### src/sv/kvt_pkg.sv
// Shared types and constants for the key-value table with valid marks.
// Holds the request/response structs, operation codes and controller links.
// Used by kvt_ctrl, kvt_dp and the top module; depends on nothing.
package kvt_pkg;

  // Table geometry
  localparam int ENTRIES    = 16;
  localparam int KEY_BITS   = 32;
  localparam int VALUE_BITS = 32;
  localparam int IDX_W      = (ENTRIES > 1) ? $clog2(ENTRIES) : 1;
  localparam int CNT_W      = $clog2(ENTRIES + 1);

  // Fixed field widths of the response
  localparam int INDEX_BITS = 4;
  localparam int COUNT_BITS = 5;

  typedef logic [KEY_BITS-1:0]   key_t;
  typedef logic [VALUE_BITS-1:0] value_t;
  typedef logic [IDX_W-1:0]      idx_t;
  typedef logic [CNT_W-1:0]      cnt_t;
  typedef logic [INDEX_BITS-1:0] index_field_t;
  typedef logic [COUNT_BITS-1:0] count_field_t;

  typedef enum logic [1:0] {
    OP_LOOKUP = 2'd0,
    OP_SET    = 2'd1,
    OP_REMOVE = 2'd2,
    OP_CLEAR  = 2'd3
  } op_t;

  typedef struct packed {
    op_t          operation;
    logic [31:0]  key_in;
    logic [31:0]  value_in;
    logic         value_in_valid;
  } req_t;

  typedef struct packed {
    logic         hit;
    logic         changed;
    logic [31:0]  value_out;
    logic         value_out_valid;
    index_field_t entry_index;
    count_field_t entry_count;
    logic         table_full;
  } rsp_t;

  // Controller to datapath
  typedef struct packed {
    logic load;
    logic search;
    logic fetch;
    logic apply;
    logic emit;
  } cmd_t;

  // Datapath to controller
  typedef struct packed {
    op_t  op;
    logic found;
    logic slot_is_last;
    logic search_done;
    logic out_free;
  } status_t;

endpackage

### src/sv/kvt_ram.sv
// Generic single-write, single-read RAM with registered read data.
// Stand-alone; used for the key and value stores.
module kvt_ram #(
  parameter int WIDTH = 32,
  parameter int DEPTH = 16
) (
  input  logic                                     clk,
  input  logic                                     we,
  input  logic [((DEPTH > 1) ? $clog2(DEPTH) : 1)-1:0] waddr,
  input  logic [WIDTH-1:0]                         wdata,
  input  logic [((DEPTH > 1) ? $clog2(DEPTH) : 1)-1:0] raddr,
  output logic [WIDTH-1:0]                         rdata
);

  logic [WIDTH-1:0] mem [DEPTH];

  // Write port, registered read port
  always_ff @(posedge clk) begin
    if (we) begin
      mem[waddr] <= wdata;
    end
    rdata <= mem[raddr];
  end

endmodule

### src/sv/kvt_ctrl.sv
// Controller for the key-value table: sequences search, fetch, update, reply.
// Depends on kvt_pkg for the command and status structs.
module kvt_ctrl (
  input  logic             clk,
  input  logic             rst_n,
  input  logic             in_valid,
  input  kvt_pkg::op_t     in_op,
  output logic             in_ready,
  input  kvt_pkg::status_t st,
  output kvt_pkg::cmd_t    cmd
);

  typedef enum logic [2:0] {
    S_IDLE,
    S_SEARCH,
    S_FETCH,
    S_APPLY,
    S_DONE
  } state_t;

  state_t state_r;
  state_t state_nxt;
  logic   need_fetch;

  // Lookup hit needs the value; remove of a non-last slot needs the last entry
  assign need_fetch = st.found &&
                      ((st.op == kvt_pkg::OP_LOOKUP) ||
                       ((st.op == kvt_pkg::OP_REMOVE) && !st.slot_is_last));

  // Next state
  always_comb begin
    state_nxt = state_r;
    case (state_r)
      S_IDLE: begin
        if (in_valid) begin
          state_nxt = (in_op == kvt_pkg::OP_CLEAR) ? S_APPLY : S_SEARCH;
        end
      end
      S_SEARCH: begin
        if (st.search_done) begin
          state_nxt = need_fetch ? S_FETCH : S_APPLY;
        end
      end
      S_FETCH: state_nxt = S_APPLY;
      S_APPLY: state_nxt = S_DONE;
      S_DONE: begin
        if (st.out_free) begin
          state_nxt = S_IDLE;
        end
      end
      default: state_nxt = S_IDLE;
    endcase
  end

  // Hold state
  always_ff @(posedge clk) begin
    if (!rst_n) begin
      state_r <= S_IDLE;
    end else begin
      state_r <= state_nxt;
    end
  end

  // Decode commands
  assign in_ready   = (state_r == S_IDLE);
  assign cmd.load   = (state_r == S_IDLE) && in_valid;
  assign cmd.search = (state_r == S_SEARCH);
  assign cmd.fetch  = (state_r == S_FETCH);
  assign cmd.apply  = (state_r == S_APPLY);
  assign cmd.emit   = (state_r == S_DONE) && st.out_free;

endmodule

### src/sv/kvt_dp.sv
// Datapath for the key-value table: key and value RAMs, mark flops, count,
// linear search pipeline and the response register. Depends on kvt_pkg, kvt_ram.
module kvt_dp (
  input  logic             clk,
  input  logic             rst_n,
  input  kvt_pkg::req_t    in_req,
  input  kvt_pkg::cmd_t    cmd,
  output kvt_pkg::status_t st,
  output logic             out_valid,
  input  logic             out_ready,
  output kvt_pkg::rsp_t    out_rsp
);

  kvt_pkg::req_t                  req_r, req_nxt;
  kvt_pkg::cnt_t                  scan_r, scan_nxt;
  logic                           pend_r, pend_nxt;
  kvt_pkg::idx_t                  pend_idx_r, pend_idx_nxt;
  logic                           found_r, found_nxt;
  kvt_pkg::idx_t                  slot_r, slot_nxt;
  logic                           full_r, full_nxt;
  logic                           ins_r, ins_nxt;
  kvt_pkg::cnt_t                  count_r, count_nxt;
  logic [kvt_pkg::ENTRIES-1:0]    marks_r, marks_nxt;
  kvt_pkg::value_t                vout_r, vout_nxt;
  logic                           vvld_r, vvld_nxt;
  logic                           out_valid_r, out_valid_nxt;
  kvt_pkg::rsp_t                  out_rsp_r, out_rsp_nxt;

  kvt_pkg::key_t   key_rdata, key_wdata;
  kvt_pkg::value_t val_rdata, val_wdata, set_value;
  kvt_pkg::idx_t   key_raddr, val_raddr, waddr;
  logic            key_we, val_we;
  kvt_pkg::cnt_t   last_full;
  kvt_pkg::idx_t   last_idx;
  kvt_pkg::idx_t   count_idx;
  logic            match;
  logic            can_issue;
  logic            is_full;
  logic            do_insert;
  logic            do_move;
  kvt_pkg::rsp_t   rsp;

  assign last_full = count_r - kvt_pkg::cnt_t'(1);
  assign last_idx  = last_full[kvt_pkg::IDX_W-1:0];
  assign count_idx = count_r[kvt_pkg::IDX_W-1:0];
  assign is_full   = (count_r == kvt_pkg::cnt_t'(kvt_pkg::ENTRIES));
  assign set_value = req_r.value_in_valid ? kvt_pkg::value_t'(req_r.value_in) : '0;

  // Search: compare the key read last cycle, issue the next slot
  assign match     = pend_r && (key_rdata == kvt_pkg::key_t'(req_r.key_in));
  assign can_issue = !found_r && !match && (scan_r < count_r);

  // RAM read addresses
  assign key_raddr = cmd.fetch ? last_idx : scan_r[kvt_pkg::IDX_W-1:0];
  assign val_raddr = (req_r.operation == kvt_pkg::OP_LOOKUP) ? slot_r : last_idx;

  // RAM writes during the update step
  assign do_insert = cmd.apply && (req_r.operation == kvt_pkg::OP_SET) &&
                     !found_r && !is_full;
  assign do_move   = cmd.apply && (req_r.operation == kvt_pkg::OP_REMOVE) &&
                     found_r && (slot_r != last_idx);
  assign key_we    = do_insert || do_move;
  assign val_we    = do_insert || do_move ||
                     (cmd.apply && (req_r.operation == kvt_pkg::OP_SET) && found_r);
  assign waddr     = do_insert ? count_idx : slot_r;
  assign key_wdata = do_move ? key_rdata : kvt_pkg::key_t'(req_r.key_in);
  assign val_wdata = do_move ? val_rdata : set_value;

  kvt_ram #(
    .WIDTH (kvt_pkg::KEY_BITS),
    .DEPTH (kvt_pkg::ENTRIES)
  ) u_key_ram (
    .clk   (clk),
    .we    (key_we),
    .waddr (waddr),
    .wdata (key_wdata),
    .raddr (key_raddr),
    .rdata (key_rdata)
  );

  kvt_ram #(
    .WIDTH (kvt_pkg::VALUE_BITS),
    .DEPTH (kvt_pkg::ENTRIES)
  ) u_val_ram (
    .clk   (clk),
    .we    (val_we),
    .waddr (waddr),
    .wdata (val_wdata),
    .raddr (val_raddr),
    .rdata (val_rdata)
  );

  // Assemble the response from the finished request
  always_comb begin
    rsp                 = '0;
    rsp.hit             = found_r;
    rsp.changed         = ins_r || ((req_r.operation == kvt_pkg::OP_REMOVE) && found_r);
    rsp.value_out       = 32'(vout_r);
    rsp.value_out_valid = vvld_r;
    rsp.entry_index     = kvt_pkg::index_field_t'(slot_r);
    rsp.entry_count     = kvt_pkg::count_field_t'(count_r);
    rsp.table_full      = full_r;
  end

  // Next-state logic for all datapath registers
  always_comb begin
    req_nxt       = req_r;
    scan_nxt      = scan_r;
    pend_nxt      = pend_r;
    pend_idx_nxt  = pend_idx_r;
    found_nxt     = found_r;
    slot_nxt      = slot_r;
    full_nxt      = full_r;
    ins_nxt       = ins_r;
    count_nxt     = count_r;
    marks_nxt     = marks_r;
    vout_nxt      = vout_r;
    vvld_nxt      = vvld_r;
    out_valid_nxt = out_valid_r;
    out_rsp_nxt   = out_rsp_r;

    // Latch a new request and clear per-request flags
    if (cmd.load) begin
      req_nxt   = in_req;
      scan_nxt  = '0;
      pend_nxt  = 1'b0;
      found_nxt = 1'b0;
      slot_nxt  = '0;
      full_nxt  = 1'b0;
      ins_nxt   = 1'b0;
      vout_nxt  = '0;
      vvld_nxt  = 1'b0;
    end

    // Advance the linear search by one slot
    if (cmd.search) begin
      if (match) begin
        found_nxt = 1'b1;
        slot_nxt  = pend_idx_r;
      end
      pend_nxt = can_issue;
      if (can_issue) begin
        pend_idx_nxt = scan_r[kvt_pkg::IDX_W-1:0];
        scan_nxt     = scan_r + kvt_pkg::cnt_t'(1);
      end
    end

    // Update marks and count, and capture the per-request result
    if (cmd.apply) begin
      case (req_r.operation)
        kvt_pkg::OP_LOOKUP: begin
          if (found_r) begin
            vout_nxt = val_rdata;
            vvld_nxt = marks_r[slot_r];
          end
        end
        kvt_pkg::OP_SET: begin
          if (found_r) begin
            marks_nxt[slot_r] = req_r.value_in_valid;
          end else if (is_full) begin
            full_nxt = 1'b1;
          end else begin
            marks_nxt[count_idx] = req_r.value_in_valid;
            count_nxt            = count_r + kvt_pkg::cnt_t'(1);
            ins_nxt              = 1'b1;
            slot_nxt             = count_idx;
          end
        end
        kvt_pkg::OP_REMOVE: begin
          if (found_r) begin
            marks_nxt[slot_r]   = marks_r[last_idx];
            marks_nxt[last_idx] = 1'b0;
            count_nxt           = last_full;
          end
        end
        kvt_pkg::OP_CLEAR: begin
          marks_nxt = '0;
          count_nxt = '0;
        end
        default: begin
          count_nxt = count_r;
        end
      endcase
    end

    // Response register: load on emit, drop once taken
    if (cmd.emit) begin
      out_valid_nxt = 1'b1;
      out_rsp_nxt   = rsp;
    end else if (out_ready) begin
      out_valid_nxt = 1'b0;
    end
  end

  // Control state with reset
  always_ff @(posedge clk) begin
    if (!rst_n) begin
      pend_r      <= 1'b0;
      found_r     <= 1'b0;
      full_r      <= 1'b0;
      ins_r       <= 1'b0;
      count_r     <= '0;
      marks_r     <= '0;
      out_valid_r <= 1'b0;
    end else begin
      pend_r      <= pend_nxt;
      found_r     <= found_nxt;
      full_r      <= full_nxt;
      ins_r       <= ins_nxt;
      count_r     <= count_nxt;
      marks_r     <= marks_nxt;
      out_valid_r <= out_valid_nxt;
    end
  end

  // Payload registers
  always_ff @(posedge clk) begin
    req_r      <= req_nxt;
    scan_r     <= scan_nxt;
    pend_idx_r <= pend_idx_nxt;
    slot_r     <= slot_nxt;
    vout_r     <= vout_nxt;
    vvld_r     <= vvld_nxt;
    out_rsp_r  <= out_rsp_nxt;
  end

  // Status back to the controller
  assign st.op           = req_r.operation;
  assign st.found        = found_r;
  assign st.slot_is_last = (slot_r == last_idx);
  assign st.search_done  = found_r || (!pend_r && !can_issue);
  assign st.out_free     = !out_valid_r || out_ready;

  assign out_valid = out_valid_r;
  assign out_rsp   = out_rsp_r;

endmodule

### src/sv/key_value_table_with_valid_marks.sv
// Unordered key-value table of kvt_pkg::ENTRIES slots, each holding a key, a
// value and a valid mark. A request (lookup, set, remove or clear) is taken
// only while the table is idle, and a finished response waits in its own
// register so the next request can be taken while it is unread. The key
// search reads one stored key per cycle from the key RAM's single read port,
// then an optional fetch step, an update step, a reply step and the idle
// state that takes the next request follow; the reply step waits while the
// response register still holds an unread response. A clear skips the
// search. Depends on kvt_pkg, kvt_ctrl, kvt_dp.
module key_value_table_with_valid_marks (
  input  logic          clk,
  input  logic          rst_n,
  input  logic          in_valid,
  output logic          in_ready,
  input  kvt_pkg::req_t in_req,
  output logic          out_valid,
  input  logic          out_ready,
  output kvt_pkg::rsp_t out_rsp
);

  kvt_pkg::cmd_t    cmd;
  kvt_pkg::status_t st;

  // Sequence each request
  kvt_ctrl u_ctrl (
    .clk      (clk),
    .rst_n    (rst_n),
    .in_valid (in_valid),
    .in_op    (in_req.operation),
    .in_ready (in_ready),
    .st       (st),
    .cmd      (cmd)
  );

  // Storage, search and response
  kvt_dp u_dp (
    .clk       (clk),
    .rst_n     (rst_n),
    .in_req    (in_req),
    .cmd       (cmd),
    .st        (st),
    .out_valid (out_valid),
    .out_ready (out_ready),
    .out_rsp   (out_rsp)
  );

endmodule
### config.mk
export PLATFORM = sky130hd
export DESIGN_NAME = key_value_table_with_valid_marks
export DESIGN_NICKNAME = d
export VERILOG_FILES = /design/src/sv/kvt_pkg.sv /design/src/sv/kvt_ram.sv /design/src/sv/kvt_ctrl.sv /design/src/sv/kvt_dp.sv /design/src/sv/key_value_table_with_valid_marks.sv
export SDC_FILE = /design/constraint.sdc
export NUM_CORES = 2
export LEC_CHECK = 0
export ABC_AREA = 0
export BUFFER_PORTS_ARGS = -buffer_cell sky130_fd_sc_hd__buf_2
export CORE_AREA = 5 5 363 258
export DETAILED_ROUTE_END_ITERATION = 7
export DIE_AREA = 0 0 368 263
export MAX_ROUTING_LAYER = met4
export PLACE_DENSITY = 0.75
export SLEW_MARGIN = 20
export SYNTH_ARGS = -nofsm -noshare
export SYNTH_HDL_FRONTEND = slang
export SYNTH_SLANG_ARGS = --single-unit
### constraint.sdc
create_clock -name clk -period 4.1 [get_ports clk]
set_input_delay 0.615 -clock clk [delete_from_list [all_inputs] [get_ports clk]]
set_output_delay 0.615 -clock clk [all_outputs]
set_load 0.01 [all_outputs]
## Word level (Yosys, flattened, before mapping)

Memory sizes are Yosys's and may differ from the RTL's. A register that Yosys moved wholly into a read port is not among the register bits.
Index checks and enable logic that the tools add are counted.

- Register bits: 187
- Bits in writable memories: 1024
- Input port bits: 71
- Output and inout port bits: 47
- Word-level logic and storage cells: 170
- Memories kept: 2

Memories:

| name | depth | bits a word | rd ports | clocked after Yosys merged registers in | write ports | line | RTL |
|---|---|---|---|---|---|---|---|
| u_dp.u_key_ram.mem | 16 | 32 | 1 | 1 | 1 | kvt_ram.sv:15 | `logic [WIDTH-1:0] mem [DEPTH];` |
| u_dp.u_val_ram.mem | 16 | 32 | 1 | 1 | 1 | kvt_ram.sv:15 |  |

- Add/sub/neg operators: 3
- Magnitude comparators: 7
- Equal/unequal tests: 19
- Muxes and demuxes: 72
- Bitwise logic cells: 2
- Reductions and logical operators: 41

Operators with widths:

| operator | number |
|---|---|
| 2-to-1 mux 32 bit | 7 |
| bitwise mux 16 bit | 3 |
| 2-to-1 mux 16 bit | 3 |
| case mux 16 bit (3 select lines) | 1 |
| 2-to-1 mux 4 bit | 10 |
| == test 32 bit | 1 |
| 2-to-1 mux 1 bit | 31 |
| 2-to-1 mux 5 bit | 6 |
| logical AND 1 bit | 19 |
| bitwise AND 16 bit | 1 |
| inverter 16 bit | 1 |
| less-than comparator 4 x 5 -> 1 bit, second input constant | 3 |
| case mux 3 bit (5 select lines) | 1 |
| case mux 5 bit (3 select lines) | 1 |
| demux 1 bit (select 4 bit) | 3 |
| greater-or-equal comparator 4 x 1 -> 1 bit, second input constant | 3 |
| adder 5 x 1 -> 5 bit, second input constant | 2 |
| 2-to-1 mux 3 bit | 3 |
| binary-select mux 1 bit (select 4 bit) | 2 |
| zero test 1 bit | 7 |
| == test 2 bit, second input constant | 3 |
| == test 3 x 2 -> 1 bit, second input constant | 2 |
| logical OR 1 bit | 6 |
| != test 2 x 1 -> 1 bit, second input constant | 3 |
| 19 further kinds | 22 |

## Logic depth before layout (Yosys ltp)

- Word-level depth: 10
- Depth in mapped cells: 13
- Gate-level depth less buffers: 9

## Modules after synthesis

Synthesis repeated with hierarchy kept, for this count alone.

- Cell total of the unflattened synthesis: 2612
- Area, all modules: 49205.9 um2

By module, submodules not included:

| module | times used | cells each | area an instance (um2) | seq. area each (um2) |
|---|---|---|---|---|
| kvt_ram (u_dp.u_val_ram) | 1 | 838 | 19854.0 | 16015.4 |
| kvt_ram (u_dp.u_key_ram) | 1 | 838 | 19835.3 | 16015.4 |
| kvt_dp | 1 | 907 | 9271.4 | 4844.6 |
| kvt_ctrl | 1 | 29 | 245.2 | 60.1 |

## Worst setup path after synthesis

OpenSTA, ideal clock, no wires.

- Path kind: flip-flop to flip-flop
- Start point: reg u_dp.count_r[0]
- End point: mem u_dp.u_val_ram.mem[6][0], enable pin
- Library setup time: 421 ps
- Arrival time: 3760 ps
- Data required time: 3679 ps
- Path slack: -81 ps
- Cell stages (with the launch flop): 14
- Buffers on the path: 4
- Clock period less this slack: 4181 ps
- Cell sequence: dfxtp_1 -> buf_6 -> buf_2 -> inv_1 -> ha_1 -> clkbuf_1 -> xor2_1 -> xnor2_1 -> nand4_1 -> and4_1 -> buf_2 -> a21oi_1 -> or2_2 -> nor2_1

- Word-level cells in the longest chain between the ends: 7
- Elaborated cells on any way between the ends: 11
- Classes of those cells: add/sub: 1; eq/ne: 2; mux: 3; reduce/logical: 5

Ends and longest elaborated chain:

| item | line | RTL |
|---|---|---|
| start, declared | kvt_dp.sv:22 | `kvt_pkg::cnt_t count_r, count_nxt;` |
| start signal, assigned | kvt_dp.sv:210 | `count_r <= count_nxt;` |
| subtractor 5 x 1 -> 5 bit or == test 5 bit (tied branches) | kvt_dp.sv:43, kvt_dp.sv:46 |  |
| != test 4 bit or zero test 1 bit (tied branches) | kvt_dp.sv:61, kvt_dp.sv:59 |  |
| logical AND 1 bit, on equally long branches | kvt_dp.sv:61, kvt_dp.sv:59 |  |
| logical OR 1 bit (2 in series) | kvt_dp.sv:63 | `assign val_we = do_insert \|\| do_move \|\|` |
| 2-to-1 mux 1 bit | kvt_ram.sv:19 | `if (we) begin` |
| 2-to-1 mux 1 bit (implied by the code) | kvt_ram.sv:20 | `mem[waddr] <= wdata;` |
| end, declared | kvt_ram.sv:15 |  |

Several ways; a longest one is shown, not always the timed one.

## Worst setup path after layout

- Start point: reg u_dp.req_r, in the netlist u_dp.st[5]
- End point: reg u_dp.u_val_ram.rdata[29], read port of u_dp.u_val_ram.mem

- Word-level cells in the longest chain between the ends: 2

Ends and longest elaborated chain:

| item | line | RTL |
|---|---|---|
| start, declared | kvt_dp.sv:14 | `kvt_pkg::req_t req_r, req_nxt;` |
| start signal, assigned | kvt_dp.sv:218 | `req_r <= req_nxt;` |
| zero test 2 bit | kvt_dp.sv:55 | `assign val_raddr = (req_r.operation == kvt_pkg::OP_LOOKUP) ? slot_r : last_idx;` |
| 2-to-1 mux 4 bit | kvt_dp.sv:55 |  |
| end, declared | kvt_ram.sv:12 | `output logic [WIDTH-1:0] rdata` |

Every way passes these cells.
A chain may end at the register's enable or synchronous reset.

==> flow_summary.ini <==
[synth]
synth_cell_type_count = 70
synthCells = 3165
ys_seq_area_share_pct = 74.0
yosys_warnings = 0
netlist_area_sq_um = 49900
synthDominantCellAreaShare_pct = 68.6
synth-edff-count = 1140
synth_flop_cell = edfxtp_1
syn_nets = 3248
synth_area_leaders = edfxtp_1 69%, mux4_2 6.2%, dfxtp_1 5.4%, nand2_1 3.6%, a211oi_1 2.6%
synth_top_area_cell = edfxtp_1
async_flop_share_pct = 0
synth.avg_cell_area_sq_um = 15.8
ys_seq_elements = 1275

[timing]
worstMarginPinSlew_ns = 1.06
fmax_mhz = 298
slew_viol_final = 0
post-route-period-util_pct = 81.7
finalHoldViolCount = 0
grt_setup_unrepaired = false
maxSlewHeadroom_pct = 28.8
finClkSkew_ns = 0.0520
min_period_ns = 3.35
setup_viol = 0

[min_path]
hold_path.class = input pin to flip-flop
worstHoldStart = in_req[16]
min_to = u_dp.req_r[16]$_DFFE_PP_
min_path_cells = 1

[clock_tree]
ctsHoldBuffers = 0
cts-resized-gates = 0
cts-htree-levels = 3
cts_buffers = 113
clock_latency_ns = 0.70
postCtsSetupRepairBufs = 0
clk_path_buf_depth = 3
clkTransAtPathRegs_ns = 0.07
ctsRootBufferMaster = clkbuf_16
cts_sinks = 1275
cts_tree = built

[finish]
drive_gt1_share_pct = 19.7
final_common_cell = edfxtp_1
nFillCells = 6103
final_nets = 3420
final_area_sq_um = 56800
syn2layout_area_growth_pct = 13.8
layout_common_cells = 1140 x edfxtp_1, 477 x nand2_1, 173 x a211oi_1, 138 x mux4_2, 135 x dfxtp_1
final_util_pct = 63.5

[worst_setup_path]
path_cells = or2_1 -> a21o_4 -> buf_4 -> and2_1 -> a211oi_1 -> a311oi_1 -> a211oi_1 -> a21oi_1
reg2regPathDepth = 8
path_buf_inv = 1
max_stage_delay_ns = 0.83
critical_path.slowest_cell = edfxtp_1
endpoint_kind = flip-flop
crit_top_cell = a211oi_1
critPathTopFamily = compound AO/OA/AOI/OAI gates
worstPathRequired_ns = 4.71
critPathKind = flip-flop to flip-flop
worstSetupStartpointType = flip-flop
critical_path_peak_fanout = 61
worstReg2RegStart = u_dp.st[5]$_DFFE_PP_
worst_r2r_endpoint = u_dp.u_val_ram.rdata[29]$_DFF_P_
cp_data_arrival_time_ns = 3.96
reg2reg_slack_ns = 0.75

[drt]
first_pass_iters = 6
vias = 29500
drt-vias-per-instance = 6.40
wl_microns = 123000
drc = 0
antenna_left = 0
post_drt_wl_per_cell_microns = 26.6
drtIter0Drc = 3762

[die]
rows = 92
start_util_pct = 55.8
io_pins = 118
dieArea_sq_um = 96800
core_area_sq_um = 89600
die_h_microns = 263
fp.dieW_microns = 368

[grt]
grt_antenna_before_repair = 3
first_global_vias = 28800
globalRouteTotalUtil_pct = 25.6
grt_max_degree = 105
grt_pass1_wl_microns = 182000
grt_remaining_overflow = 0

[power]
powerDensity_nw_per_um2 = 520
pwr-share-comb_pct = 12.1
pwr-share-clk_pct = 37.4
p_int_mw = 22.4
power_switching_mw = 7.17
pwr-share-seq_pct = 50.5
leakage_nw = 18.6
ir_drop_mv = 0.355
switching_share_pct = 24.3

[job]
maxCapViolCount = 0

[placement]
place_area_sq_um = 52900
port_buffers = 117
gp_congestion = 0.971
place_hpwl_microns = 69100

[status]
status = finished clean
==> synthesized netlist by cell type, types with 8 or more instances <==
library cell,n
a31oi_1,75
clkbuf_1,111
mux4_2,138
nor3_1,15
nor2_1,83
o21ai_0,111
mux2i_1,9
nand2_1,478
nor4_1,9
a21oi_1,107
nand2b_1,8
ha_1,12
and2_0,79
nand3_1,15
a22oi_1,66
and2_1,54
a211oi_1,173
edfxtp_1,1140
buf_1,11
nand4_1,12
inv_1,14
buf_6,9
dfxtp_1,135
buf_2,71
xor2_1,35
mux2_2,32
a311oi_1,69
==> how the worst max path moves through the flow <==
stage / from / end / slack, ns / cells past startpoint
final: u_dp.st[5]$_DFFE_PP_ / u_dp.u_val_ram.rdata[29]$_DFF_P_ / 0.75 / 8
after global routing: u_dp.st[5]$_DFFE_PP_ / u_dp.u_val_ram.rdata[29]$_DFF_P_ / 0.53 / 9
after CTS: u_dp.count_r[1]$_SDFFE_PN0P_ / u_dp.u_val_ram.mem[13][0]$_DFFE_PP_ / 0.61 / 9
after detailed placement: u_dp.count_r[1]$_SDFFE_PN0P_ / u_dp.u_val_ram.mem[3][22]$_DFFE_PP_ / 0.63 / 9
after global placement: u_dp.count_r[1]$_SDFFE_PN0P_ / u_dp.u_val_ram.mem[13][9]$_DFFE_PP_ / 0.79 / 9
after floorplan: u_dp.count_r[0]$_SDFFE_PN0P_ / u_dp.u_val_ram.mem[6][0]$_DFFE_PP_ / -0.08 / 13
==> stage by stage <==
step	hold WS [ns]	power, mW	setup TNS [ns]	setup WS [ns]	instances
after floorplan	0.403	17.6	-28.66	-0.0810	3165
after global placement	0.413	18.6	0	0.795	4393
after detailed placement	0.413	18.7	0	0.628	4393
after CTS	0.0399	29.7	0	0.610	4608
after global routing	0.0538	30.6	0	0.531	4614
final	0.0828	29.6	0	0.749	4614
==> cell families after synthesis <==
family,after synthesis,share of synthesized area (%)
flip-flops,1275,74.0
AND/OR/NAND/NOR,790,7.13
AO/OA/AOI/OAI,649,8.76
buffers and inverters,222,2.03
multiplexers,179,7.13
XOR/XNOR,38,0.694
adder cells (fa/ha/maj),12,0.301
==> layout make-up <==
class / instances / area [sq um] / share of cell area [%]
sequential: 1275 / 36900 / 65.0
tap: 1175 / 1470 / 2.59
clock inverter: 62 / 751 / 1.32
clock buffer: 153 / 3190 / 5.61
antenna: 2 / 5.00 / 0.00881
inverter: 14 / 55.1 / 0.0969
timing repair buffer: 265 / 2100 / 3.70
multi-input combinational: 1668 / 12300 / 21.7
==> registers in the layout (all words and copies together) (netlist names), named ones only <==
| register | cells |
|---|---|
| u_dp.found_r | 1 |
| u_dp.full_r | 1 |
| u_dp.u_key_ram.mem | 512 |
| u_dp.scan_r | 5 |
| u_dp.vvld_r | 1 |
| u_dp.out_rsp | 45 |
| u_dp.count_r | 5 |
| u_dp.u_val_ram.mem | 512 |
| u_dp.vout_r | 32 |
| u_dp.out_valid | 1 |
| u_dp.slot_r | 4 |
| u_dp.pend_r | 1 |
| u_dp.u_key_ram.rdata | 32 |
| u_dp.pend_idx_r | 4 |
| u_dp.req_r | 65 |
| u_dp.ins_r | 1 |
| u_dp.u_val_ram.rdata | 32 |
| u_dp.st | 2 |
| u_ctrl.state_r | 3 |
==> worst register-to-register path, stage by stage, from the launching register on <==
cell and delay, ns:
edfxtp_1 0.83, or2_1 0.55, a21o_4 0.62, buf_4 0.39, and2_1 0.16, a211oi_1 0.05, a311oi_1 0.37, a211oi_1 0.10
a21oi_1 0.19
==> power groups by stage <==
stage | registers (mW) | clock network (mW) | logic [mW]
finish | 14.9 | 11.1 | 3.59
global route | 14.9 | 11.7 | 3.89
CTS | 14.9 | 11.2 | 3.57
detailed placement | 15.2 | 0 | 3.54
global placement | 15.2 | 0 | 3.44
floorplan | 15.1 | 0 | 2.53
==> routing by layer <==
layer	part of all wire, %	track usage, %	up-vias
met2	44	36.1	1793
met4	1.9	5.56	0
met1	42	37.8	14900
li1	-	-	12700
met3	12	7.10	195
met5	0	-	-
Power figures use the tool's default switching activity.
